<file path="src/rtl/wteg_pkg.sv">
// Shared types, constants, the increment table and a decay level helper for the wavetable envelope generator.
// Used by the controller, the datapath, the top level and the checker.
package wteg_pkg;

  localparam int NUM_SLOTS = 24;
  localparam int SLOT_W    = (NUM_SLOTS > 1) ? $clog2(NUM_SLOTS) : 1;
  localparam int CNT_W     = $clog2(NUM_SLOTS + 1);
  localparam int SET_W     = 29;
  localparam int ATT_W     = 9;
  localparam int EG_CNT_W  = 15;
  localparam int INC_STEPS = 8;

  localparam logic [ATT_W-1:0]  MAX_ATTEN = 9'h1FF;
  localparam logic [CNT_W-1:0]  SLOT_END  = CNT_W'(NUM_SLOTS);
  localparam logic [SLOT_W-1:0] LAST_SLOT = SLOT_W'(NUM_SLOTS - 1);

  // Input item kinds.
  localparam logic [1:0] MODE_TICK    = 2'd0;
  localparam logic [1:0] MODE_STORE   = 2'd1;
  localparam logic [1:0] MODE_KEY_ON  = 2'd2;
  localparam logic [1:0] MODE_KEY_OFF = 2'd3;

  // Envelope phase codes.
  localparam logic [2:0] PH_OFF     = 3'd0;
  localparam logic [2:0] PH_RELEASE = 3'd1;
  localparam logic [2:0] PH_SUSTAIN = 3'd2;
  localparam logic [2:0] PH_DECAY   = 3'd3;
  localparam logic [2:0] PH_ATTACK  = 3'd4;

  typedef struct packed {
    logic [SLOT_W-1:0] addr;
    logic              store;
    logic              key_on;
    logic              key_off;
    logic              tick;
    logic              a_load;
    logic              b_step;
  } wteg_cmd_t;

  // Increment rows, indexed by {row, step}.
  localparam logic [2:0] INC_TABLE [13 * INC_STEPS] = '{
    3'd0, 3'd1, 3'd0, 3'd1, 3'd0, 3'd1, 3'd0, 3'd1,
    3'd0, 3'd1, 3'd0, 3'd1, 3'd1, 3'd1, 3'd0, 3'd1,
    3'd0, 3'd1, 3'd1, 3'd1, 3'd0, 3'd1, 3'd1, 3'd1,
    3'd0, 3'd1, 3'd1, 3'd1, 3'd1, 3'd1, 3'd1, 3'd1,
    3'd1, 3'd1, 3'd1, 3'd1, 3'd1, 3'd1, 3'd1, 3'd1,
    3'd1, 3'd1, 3'd1, 3'd2, 3'd1, 3'd1, 3'd1, 3'd2,
    3'd1, 3'd2, 3'd1, 3'd2, 3'd1, 3'd2, 3'd1, 3'd2,
    3'd1, 3'd2, 3'd2, 3'd2, 3'd1, 3'd2, 3'd2, 3'd2,
    3'd2, 3'd2, 3'd2, 3'd2, 3'd2, 3'd2, 3'd2, 3'd2,
    3'd2, 3'd2, 3'd2, 3'd4, 3'd2, 3'd2, 3'd2, 3'd4,
    3'd2, 3'd4, 3'd2, 3'd4, 3'd2, 3'd4, 3'd2, 3'd4,
    3'd2, 3'd4, 3'd4, 3'd4, 3'd2, 3'd4, 3'd4, 3'd4,
    3'd4, 3'd4, 3'd4, 3'd4, 3'd4, 3'd4, 3'd4, 3'd4
  };

  // Decay level in attenuation units; the top code jumps to 496.
  function automatic logic [ATT_W-1:0] decay_level(input logic [3:0] code);
    logic [ATT_W-1:0] lvl;
    if (code == 4'd15) begin
      lvl = 9'd496;
    end else begin
      lvl = {1'b0, code, 4'b0000};
    end
    return lvl;
  endfunction

endpackage

</file>
<file path="src/rtl/wteg_ctrl.sv">
// Controller for the wavetable envelope generator: item decode and the
// slot sweep sequencer. Depends on wteg_pkg.
module wteg_ctrl (
  input  logic                    clk,
  input  logic                    rst_n,
  input  logic                    in_tvalid,
  output logic                    in_tready,
  input  logic [1:0]              in_mode,
  input  logic [4:0]              in_slot,
  output logic                    out_tvalid,
  input  logic                    out_tready,
  output wteg_pkg::wteg_cmd_t     cmd
);

  typedef enum logic {ST_IDLE, ST_SWEEP} state_t;

  state_t                       state_r, state_nxt;
  logic [wteg_pkg::CNT_W-1:0]   a_idx_r, a_idx_nxt;
  logic                         b_vld_r, b_vld_nxt;
  logic                         out_vld_r, out_vld_nxt;
  logic                         acc;
  logic                         adv;
  logic                         slot_ok;
  logic                         a_more;

  assign in_tready  = (state_r == ST_IDLE);
  assign out_tvalid = out_vld_r;
  assign acc        = in_tvalid && in_tready;
  assign adv        = !out_vld_r || out_tready;
  assign slot_ok    = 32'(in_slot) < 32'(wteg_pkg::NUM_SLOTS);
  assign a_more     = a_idx_r < wteg_pkg::SLOT_END;

  always_comb begin
    state_nxt   = state_r;
    a_idx_nxt   = a_idx_r;
    b_vld_nxt   = b_vld_r;
    cmd         = '0;
    cmd.addr    = (state_r == ST_IDLE) ? wteg_pkg::SLOT_W'(in_slot)
                                       : a_idx_r[wteg_pkg::SLOT_W-1:0];
    case (state_r)
      ST_IDLE: begin
        if (acc) begin
          if (in_mode == wteg_pkg::MODE_TICK) begin
            cmd.tick  = 1'b1;
            a_idx_nxt = '0;
            b_vld_nxt = 1'b0;
            state_nxt = ST_SWEEP;
          end else if (slot_ok) begin
            cmd.store   = (in_mode == wteg_pkg::MODE_STORE);
            cmd.key_on  = (in_mode == wteg_pkg::MODE_KEY_ON);
            cmd.key_off = (in_mode == wteg_pkg::MODE_KEY_OFF);
          end
        end
      end
      ST_SWEEP: begin
        // Stage A reads slot a_idx while stage B finishes the slot before it.
        if (adv) begin
          cmd.b_step = b_vld_r;
          cmd.a_load = a_more;
          b_vld_nxt  = a_more;
          if (a_more) begin
            a_idx_nxt = a_idx_r + 1'b1;
          end else begin
            state_nxt = ST_IDLE;
          end
        end
      end
      default: begin
        state_nxt = ST_IDLE;
      end
    endcase
    out_vld_nxt = cmd.b_step ? 1'b1 : (out_tready ? 1'b0 : out_vld_r);
  end

  always_ff @(posedge clk) begin
    if (!rst_n) begin
      state_r   <= ST_IDLE;
      a_idx_r   <= '0;
      b_vld_r   <= 1'b0;
      out_vld_r <= 1'b0;
    end else begin
      state_r   <= state_nxt;
      a_idx_r   <= a_idx_nxt;
      b_vld_r   <= b_vld_nxt;
      out_vld_r <= out_vld_nxt;
    end
  end

endmodule

</file>
<file path="src/rtl/wteg_dp.sv">
// Datapath for the wavetable envelope generator: per-slot state, the
// two-stage slot step and the result register. Depends on wteg_pkg.
module wteg_dp (
  input  logic                             clk,
  input  logic                             rst_n,
  input  wteg_pkg::wteg_cmd_t              cmd,
  input  logic [wteg_pkg::SET_W-1:0]       in_settings,
  output logic [4:0]                       out_slot,
  output logic [wteg_pkg::ATT_W-1:0]       out_atten,
  output logic [2:0]                       out_phase,
  output logic                             out_active,
  output logic                             out_last
);

  logic [wteg_pkg::SET_W-1:0]    set_r    [wteg_pkg::NUM_SLOTS];
  logic [wteg_pkg::ATT_W-1:0]    atten_r  [wteg_pkg::NUM_SLOTS];
  logic [2:0]                    phase_r  [wteg_pkg::NUM_SLOTS];
  logic                          active_r [wteg_pkg::NUM_SLOTS];
  logic [wteg_pkg::EG_CNT_W-1:0] cnt_r;

  // Stage A registers.
  logic [wteg_pkg::SLOT_W-1:0]   idx_b_r;
  logic [5:0]                    rate_r;
  logic [2:0]                    ph_b_r;
  logic [wteg_pkg::ATT_W-1:0]    att_b_r;
  logic [wteg_pkg::ATT_W-1:0]    lvl_b_r;
  logic                          act_b_r;

  // Result register.
  logic [4:0]                    o_slot_r;
  logic [wteg_pkg::ATT_W-1:0]    o_att_r;
  logic [2:0]                    o_ph_r;
  logic                          o_act_r;
  logic                          o_last_r;

  // Stage A signals.
  logic [wteg_pkg::SET_W-1:0]    s_a;
  logic [2:0]                    ph_a;
  logic [3:0]                    code_a;
  logic [3:0]                    rc_a;
  logic signed [7:0]             raw_a;
  logic [5:0]                    rate_a;

  // Stage B signals.
  logic [3:0]                    shift_b;
  logic [wteg_pkg::EG_CNT_W-1:0] mask_b;
  logic [wteg_pkg::EG_CNT_W-1:0] cnt_sh_b;
  logic [2:0]                    sel_b;
  logic [5:0]                    r_m52_b;
  logic [3:0]                    row_b;
  logic [2:0]                    inc_b;
  logic [3:0]                    inc2_b;
  logic                          hold_b;
  logic [9:0]                    vp1_b;
  logic [12:0]                   prod_b;
  logic [9:0]                    dec_b;
  logic [9:0]                    add_b;
  logic [wteg_pkg::ATT_W-1:0]    att_nxt;
  logic [2:0]                    ph_nxt;
  logic                          act_nxt;

  assign s_a  = set_r[cmd.addr];
  assign ph_a = phase_r[cmd.addr];
  assign rc_a = s_a[19:16];

  always_comb begin
    case (ph_a)
      wteg_pkg::PH_ATTACK:  code_a = s_a[3:0];
      wteg_pkg::PH_DECAY:   code_a = s_a[7:4];
      wteg_pkg::PH_SUSTAIN: code_a = s_a[15:12];
      wteg_pkg::PH_RELEASE: code_a = s_a[23:20];
      default:              code_a = 4'd0;
    endcase
    raw_a = $signed({2'b00, code_a, 2'b00}) + $signed({3'b000, rc_a, 1'b0})
          + $signed({{3{s_a[27]}}, s_a[27:24], 1'b0}) + $signed({7'd0, s_a[28]});
    if (code_a == 4'd0) begin
      rate_a = 6'd0;
    end else if (code_a == 4'd15) begin
      rate_a = 6'd63;
    end else if (rc_a == 4'd15) begin
      rate_a = {code_a, 2'b00};
    end else if (raw_a < 0) begin
      rate_a = 6'd0;
    end else if (raw_a > 8'sd63) begin
      rate_a = 6'd63;
    end else begin
      rate_a = raw_a[5:0];
    end
  end

  always_comb begin
    shift_b  = (rate_r < 6'd48) ? (4'd12 - rate_r[5:2]) : 4'd0;
    mask_b   = (wteg_pkg::EG_CNT_W'(1) << shift_b) - wteg_pkg::EG_CNT_W'(1);
    cnt_sh_b = cnt_r >> shift_b;
    sel_b    = cnt_sh_b[2:0];
    r_m52_b  = rate_r - 6'd52;
    if (rate_r < 6'd52) begin
      row_b = {2'b00, rate_r[1:0]};
    end else if (rate_r < 6'd60) begin
      row_b = 4'd4 + {1'b0, r_m52_b[2:0]};
    end else begin
      row_b = 4'd12;
    end
    inc_b  = wteg_pkg::INC_TABLE[{row_b, sel_b}];
    inc2_b = {inc_b, 1'b0};
    hold_b = (rate_r < 6'd4) || ((cnt_r & mask_b) != '0);

    vp1_b  = {1'b0, att_b_r} + 10'd1;
    prod_b = 13'(vp1_b) * 13'(inc2_b);
    dec_b  = 10'((prod_b + 13'd7) >> 3);
    add_b  = {1'b0, att_b_r} + 10'(inc2_b);

    att_nxt = att_b_r;
    ph_nxt  = ph_b_r;
    act_nxt = act_b_r;
    if (!hold_b) begin
      case (ph_b_r)
        wteg_pkg::PH_ATTACK: begin
          if (dec_b >= {1'b0, att_b_r}) begin
            att_nxt = '0;
            ph_nxt  = wteg_pkg::PH_DECAY;
          end else begin
            att_nxt = att_b_r - dec_b[wteg_pkg::ATT_W-1:0];
          end
        end
        wteg_pkg::PH_DECAY: begin
          att_nxt = (add_b > {1'b0, wteg_pkg::MAX_ATTEN}) ? wteg_pkg::MAX_ATTEN
                                                          : add_b[wteg_pkg::ATT_W-1:0];
          if (att_nxt >= lvl_b_r) begin
            ph_nxt = wteg_pkg::PH_SUSTAIN;
          end
        end
        wteg_pkg::PH_SUSTAIN, wteg_pkg::PH_RELEASE: begin
          if (add_b >= {1'b0, wteg_pkg::MAX_ATTEN}) begin
            att_nxt = wteg_pkg::MAX_ATTEN;
            act_nxt = 1'b0;
          end else begin
            att_nxt = add_b[wteg_pkg::ATT_W-1:0];
          end
        end
        default: begin
          att_nxt = att_b_r;
        end
      endcase
    end
  end

  // Slot state: stage B writes back during a sweep, store and key items write when idle.
  always_ff @(posedge clk) begin
    if (!rst_n) begin
      for (int i = 0; i < wteg_pkg::NUM_SLOTS; i++) begin
        set_r[i]    <= '0;
        atten_r[i]  <= wteg_pkg::MAX_ATTEN;
        phase_r[i]  <= wteg_pkg::PH_OFF;
        active_r[i] <= 1'b0;
      end
      cnt_r <= '0;
    end else begin
      if (cmd.tick) begin
        cnt_r <= cnt_r + 1'b1;
      end
      for (int i = 0; i < wteg_pkg::NUM_SLOTS; i++) begin
        if (cmd.b_step && idx_b_r == wteg_pkg::SLOT_W'(i)) begin
          atten_r[i]  <= att_nxt;
          phase_r[i]  <= ph_nxt;
          active_r[i] <= act_nxt;
        end else if (cmd.addr == wteg_pkg::SLOT_W'(i)) begin
          if (cmd.store) begin
            set_r[i] <= in_settings;
          end
          if (cmd.key_on) begin
            active_r[i] <= 1'b1;
            phase_r[i]  <= wteg_pkg::PH_ATTACK;
          end
          if (cmd.key_off && active_r[i]) begin
            phase_r[i] <= wteg_pkg::PH_RELEASE;
          end
        end
      end
    end
  end

  always_ff @(posedge clk) begin
    if (cmd.a_load) begin
      idx_b_r <= cmd.addr;
      rate_r  <= rate_a;
      ph_b_r  <= ph_a;
      att_b_r <= atten_r[cmd.addr];
      lvl_b_r <= wteg_pkg::decay_level(s_a[11:8]);
      act_b_r <= active_r[cmd.addr];
    end
    if (cmd.b_step) begin
      o_slot_r <= 5'(idx_b_r);
      o_att_r  <= att_nxt;
      o_ph_r   <= ph_nxt;
      o_act_r  <= act_nxt;
      o_last_r <= (idx_b_r == wteg_pkg::LAST_SLOT);
    end
  end

  assign out_slot   = o_slot_r;
  assign out_atten  = o_att_r;
  assign out_phase  = o_ph_r;
  assign out_active = o_act_r;
  assign out_last   = o_last_r;

endmodule

</file>
<file path="src/rtl/wavetable_envelope_generator.sv">
// An envelope tick (kind 0 on in_tuser) first advances the 15-bit envelope counter and
// then steps every slot through a two-stage pipeline, one slot per cycle while the result
// side accepts: the first stage reads the slot and works out its effective rate, the second
// applies the increment and writes the slot back. After a tick is taken in_tready stays low
// until the sweep through all slots ends, which lasts longer while the result side holds
// off; a tick yields one result word per slot, in slot order, with tlast on the final slot.
// Store, key-on and key-off words give no result and leave in_tready high. Input is taken
// only between ticks.
// Top level of the wavetable envelope generator.
// Depends on wteg_pkg, wteg_ctrl and wteg_dp.
module wavetable_envelope_generator (
  input  logic        clk,
  input  logic        rst_n,
  input  logic        in_tvalid,
  output logic        in_tready,
  // tdata from bit 0: slot[4:0], attack_rate[8:5], decay1_rate[12:9],
  // decay_level_code[16:13], decay2_rate[20:17], rate_correction[24:21],
  // release_rate[28:25], octave[32:29], fnum_high_bit[33], zero fill
  input  logic [39:0] in_tdata,
  // tuser from bit 0: mode[1:0]
  input  logic [1:0]  in_tuser,
  output logic        out_tvalid,
  input  logic        out_tready,
  // tdata from bit 0: out_slot[4:0], attenuation[13:5], phase[16:14],
  // voice_active[17], zero fill
  output logic [23:0] out_tdata,
  output logic        out_tlast
);

  wteg_pkg::wteg_cmd_t          cmd;
  logic [4:0]                   res_slot;
  logic [wteg_pkg::ATT_W-1:0]   res_atten;
  logic [2:0]                   res_phase;
  logic                         res_active;

  wteg_ctrl u_ctrl (
    .clk        (clk),
    .rst_n      (rst_n),
    .in_tvalid  (in_tvalid),
    .in_tready  (in_tready),
    .in_mode    (in_tuser),
    .in_slot    (in_tdata[4:0]),
    .out_tvalid (out_tvalid),
    .out_tready (out_tready),
    .cmd        (cmd)
  );

  // The settings fields already sit in tdata in their stored order.
  wteg_dp u_dp (
    .clk         (clk),
    .rst_n       (rst_n),
    .cmd         (cmd),
    .in_settings (in_tdata[33:5]),
    .out_slot    (res_slot),
    .out_atten   (res_atten),
    .out_phase   (res_phase),
    .out_active  (res_active),
    .out_last    (out_tlast)
  );

  assign out_tdata = {6'd0, res_active, res_phase, res_atten, res_slot};

endmodule

</file>
<file path="config.mk">
export PLATFORM = sky130hd
export DESIGN_NAME = wavetable_envelope_generator
export DESIGN_NICKNAME = d
export VERILOG_FILES = /design/src/rtl/wteg_pkg.sv /design/src/rtl/wteg_ctrl.sv /design/src/rtl/wteg_dp.sv /design/src/rtl/wavetable_envelope_generator.sv
export SDC_FILE = /design/constraint.sdc
export NUM_CORES = 2
export LEC_CHECK = 0
export BUFFER_PORTS_ARGS = -buffer_cell sky130_fd_sc_hd__clkbuf_2
export CORE_AREA = 5 5 314 316
export CTS_BUF_LIST = sky130_fd_sc_hd__clkbuf_4 sky130_fd_sc_hd__clkbuf_8
export DETAILED_ROUTE_END_ITERATION = 6
export DIE_AREA = 0 0 319 321
export PLACE_DENSITY = 0.81
export SYNTH_ARGS = -nofsm -noshare
export SYNTH_HDL_FRONTEND = slang
export SYNTH_SLANG_ARGS = --single-unit
</file>
<file path="constraint.sdc">
create_clock -name clk -period 7.9 [get_ports clk]
set_clock_uncertainty 0.15 [all_clocks]
set_input_delay 0.79 -clock clk [delete_from_list [all_inputs] [get_ports clk]]
set_output_delay 0.79 -clock clk [all_outputs]
set_load 0.01 [all_outputs]
</file>
==> results_dict.tcl <==
set metrics [dict create \
    dpl_cell_area_sq_um 53890 \
    tritoncts "done" \
    clkTransAtPathRegs_ns 0.06 \
    stdcell_count 6584 \
    core-area_sq_um 95710 \
    firstDrtPassIters 7 \
    worstMarginPinSlew_ns 1.470 \
    worstSetupEndpointType "flip-flop" \
    clock.fmax_mhz 131.9 \
    drtIter0Drc 6494 \
    post-place-ws_ns 0.02418 \
    cts_root_buffer "clkbuf_8" \
    drive_gt1_share_pct 11.36 \
    min_to "u_ctrl.out_tvalid" \
    ctsHoldBuffers 0 \
    synth_seq_cells 1079 \
    chipWidth_um 319 \
    hp-start "out_tready" \
    rr_startpoint "u_dp.rate_r[2]" \
    num_io_pins 73 \
    synthFlopType "edfxtp_1" \
    fin_area_sq_um 57560 \
    met2_length_um 70900 \
    cpPeakStageDelay_ns 0.51 \
    crit_arrival_ns 8.01 \
    syn2layout_area_growth_pct 10.74 \
    dieArea_sq_um 102400 \
    crit_family "compound AO/OA/AOI/OAI gates" \
    setup_slack_ns 0.3200 \
    outcome "complete, but fails checks" \
    numCtsBuffers 170 \
    reg2reg_to "u_dp.phase_r[5][0]" \
    hpwlAfterDp_um 89600 \
    async_reset_ff_share_pct 0 \
    via_per_inst 6.302 \
    period_share_pct 95.95 \
    power.leakage_nw 21.07 \
    dr_wl_met3_um 22770 \
    fillCellCount 7443 \
    place.gp.congestion 0.9194 \
    layout_common_cells "1,232 x nand2_1, 1,039 x edfxtp_1, 711 x nor2_1, 581 x nand3_1, 172 x clkbuf_8" \
    wirelength_um 153800 \
    worstSetupStartpointType "flip-flop" \
    multi_input_area_sq_um 18180 \
    grt_util_all_layers_pct 28.93 \
    max-clock-path-buffers 3 \
    worstPathRequired_ns 8.33 \
    avgSynthCellArea_sq_um 10.10 \
    yosysSeqAreaShare_pct 61.56 \
    synth-edff-count 1039 \
    die_h_um 321 \
    fin_nets 5285 \
    min_period_ns 7.580 \
    crit_type "reg2reg" \
    yosysUniqueCellTypes 89 \
    grt_pass1_wl_um 229700 \
    rrSetupSlack_ns 0.32 \
    grt_antenna_before_repair 5 \
    crit_top_cell "buf_4" \
    final_common_cell "nand2_1" \
    finalCoreUtilization_pct 60.14 \
    cts.sinks 1079 \
    hold_viol_final 0 \
    final_max_slew_viol_count 0 \
    hold_class "in2reg" \
    ir_drop_mv 0.1882 \
    postRouteAntennaNets 0 \
    initial_core_util_pct 54.31 \
    cp_slowest_cell "fa_1" \
    syn_area_sq_um 51980 \
    slew_headroom_pct 1.663 \
    critPathMaxFanout 18 \
    drv_cap 0 \
    powerDensity_nw_per_um2 233.6 \
    first_global_vias 39550 \
    synth_warnings 0 \
    grt_overflow 0 \
    top_layer_used "met5" \
    violations "DRC" \
    cts-htree-levels 4 \
    r2r_cells 33 \
    drc 3 \
    postSynthCellCount 5148 \
    wl_met1_um 54560 \
    path_buf_inv 7 \
    fp-row-count 114 \
    wire_per_inst_um 23.36 \
    port_buffers 60 \
    holdPathStages 3 \
    dp.cells 6262 \
    clkLatencyLatePin_ns 0.88 \
    finalSetupViolCount 0 \
    regArea_sq_um 32000 \
    vias 41490 \
    grt_max_degree 160 \
    fin_setup_tns_ns 0 \
]
[worst max path at each step]
stage,startpoint,endpoint,slack (ns),cells after the start
final,u_dp.rate_r[2],u_dp.phase_r[5][0],0.32,33
after CTS,u_dp.rate_r[2],u_dp.atten_r[20][4],0.002,29
after global routing,u_dp.rate_r[2],u_dp.atten_r[7][4],-0.09,34
after floorplan,u_dp.rate_r[2],u_dp.atten_r[18][2],0.007,36
after global placement,u_dp.rate_r[2],u_dp.phase_r[7][2],0.15,30
after detailed placement,u_dp.rate_r[2],u_dp.phase_r[10][2],0.02,30
[cell usage after synthesis, types with 16 or more instances]
master | n | share of area [%]
a211oi_1 | 28 | 0.40
a21oi_1 | 95 | 0.91
a311oi_1 | 106 | 1.8
a31oi_1 | 50 | 0.60
and3_1 | 73 | 0.88
buf_1 | 65 | 0.47
buf_2 | 80 | 0.77
clkbuf_1 | 236 | 1.7
dfxtp_1 | 40 | 1.5
edfxtp_1 | 1039 | 60
ha_1 | 52 | 1.3
inv_1 | 101 | 0.73
mux2i_1 | 28 | 0.54
nand2_1 | 1232 | 8.9
nand2b_1 | 26 | 0.31
nand3_1 | 584 | 5.6
nand4_1 | 16 | 0.19
nor2_1 | 712 | 5.1
nor2b_1 | 17 | 0.20
nor3_1 | 25 | 0.24
o21ai_0 | 148 | 1.4
o21ai_1 | 61 | 0.59
o21bai_1 | 28 | 0.40
o22ai_1 | 18 | 0.22
xnor2_1 | 34 | 0.57
xor2_1 | 25 | 0.42
[per-layer routing]
layer	up-vias	global-route usage, %
li1	18220	-
met4	4	11.41
met1	19530	38.80
met5	-	0
met3	476	7.406
met2	3270	45.85
[area by class of cell]
cell class / count / share of cell area (%)
Multi-Input combinational cell: 3567 / 31.58
Inverter: 111 / 0.7586
Timing Repair Buffer: 245 / 3.428
Tap cell: 1276 / 2.774
Antenna cell: 2 / 0.008695
Sequential cell: 1079 / 55.59
Clock inverter: 65 / 0.8695
Clock buffer: 239 / 4.986
[timing repair]
item,CTS,global route
resized for setup,1,28
pin swaps,1,9
buffers inserted,0,12
cloned,1,3
setup endpoints to repair,5,296
[worst register-to-register path: cells and delay by family (launching register included)]
kind	cells	cell delay, ns
AOI/OAI and AO/OA	12	2.41
xor gates and xnor gates	2	0.37
adders and majority gates	5	1.79
buffers and inverters	7	1.10
DFF	1	0.43
and+or+nand+nor	7	1.04
[stage by stage]
stage          hold WS (ns)  power, mW
3_5_place_dp         0.3391      8.673
6_report             0.2121      13.45
3_3_place_gp         0.3171      8.624
4_1_cts              0.1521      13.35
5_1_grt              0.2150      13.90
2_1_floorplan        0.3066      7.972
[report_power, final]
group          internal [mW]  switching, mW  leakage (nW)  total [mW]
Sequential              6.49         0.0756          10.3        6.56
Combinational          0.677           1.45          8.94        2.12
Clock                   2.48           2.28          1.78        4.76
[kinds of logic (layout without fill, tap and decap cells)]
group | count (synthesis) | count (layout) | share of synthesized area (%)
xor gates and xnor gates | 60 | 60 | 1.037
other | 1 | 8 | 0.007214
AOI/OAI and AO/OA | 642 | 644 | 8.208
and+or+nand+nor | 2752 | 2752 | 22.41
DFF | 1079 | 1079 | 61.56
buffers and inverters | 509 | 660 | 4.008
adders and majority gates | 65 | 65 | 1.752
muxes | 40 | 40 | 1.016
[registers in the layout, indices dropped and copies added, names as in the netlist]
name and cells:
u_dp.atten_r 216, u_dp.cnt_r 15, u_dp.att_b_r 9, u_dp.active_r 24, u_ctrl.b_vld_r 1, u_dp.rate_r 6
u_dp.idx_b_r 5, u_dp.ph_b_r 3, u_dp.out_active 1, u_dp.out_atten 9, u_ctrl.out_tvalid 1, u_dp.set_r 696
u_dp.out_slot 5, u_dp.out_last 1, u_dp.phase_r 72, u_dp.act_b_r 1, u_dp.lvl_b_r 5, u_dp.out_phase 3
u_ctrl.a_idx_r 5, u_ctrl.state_r 1
Note: power is estimated with default switching activity, not from simulation.
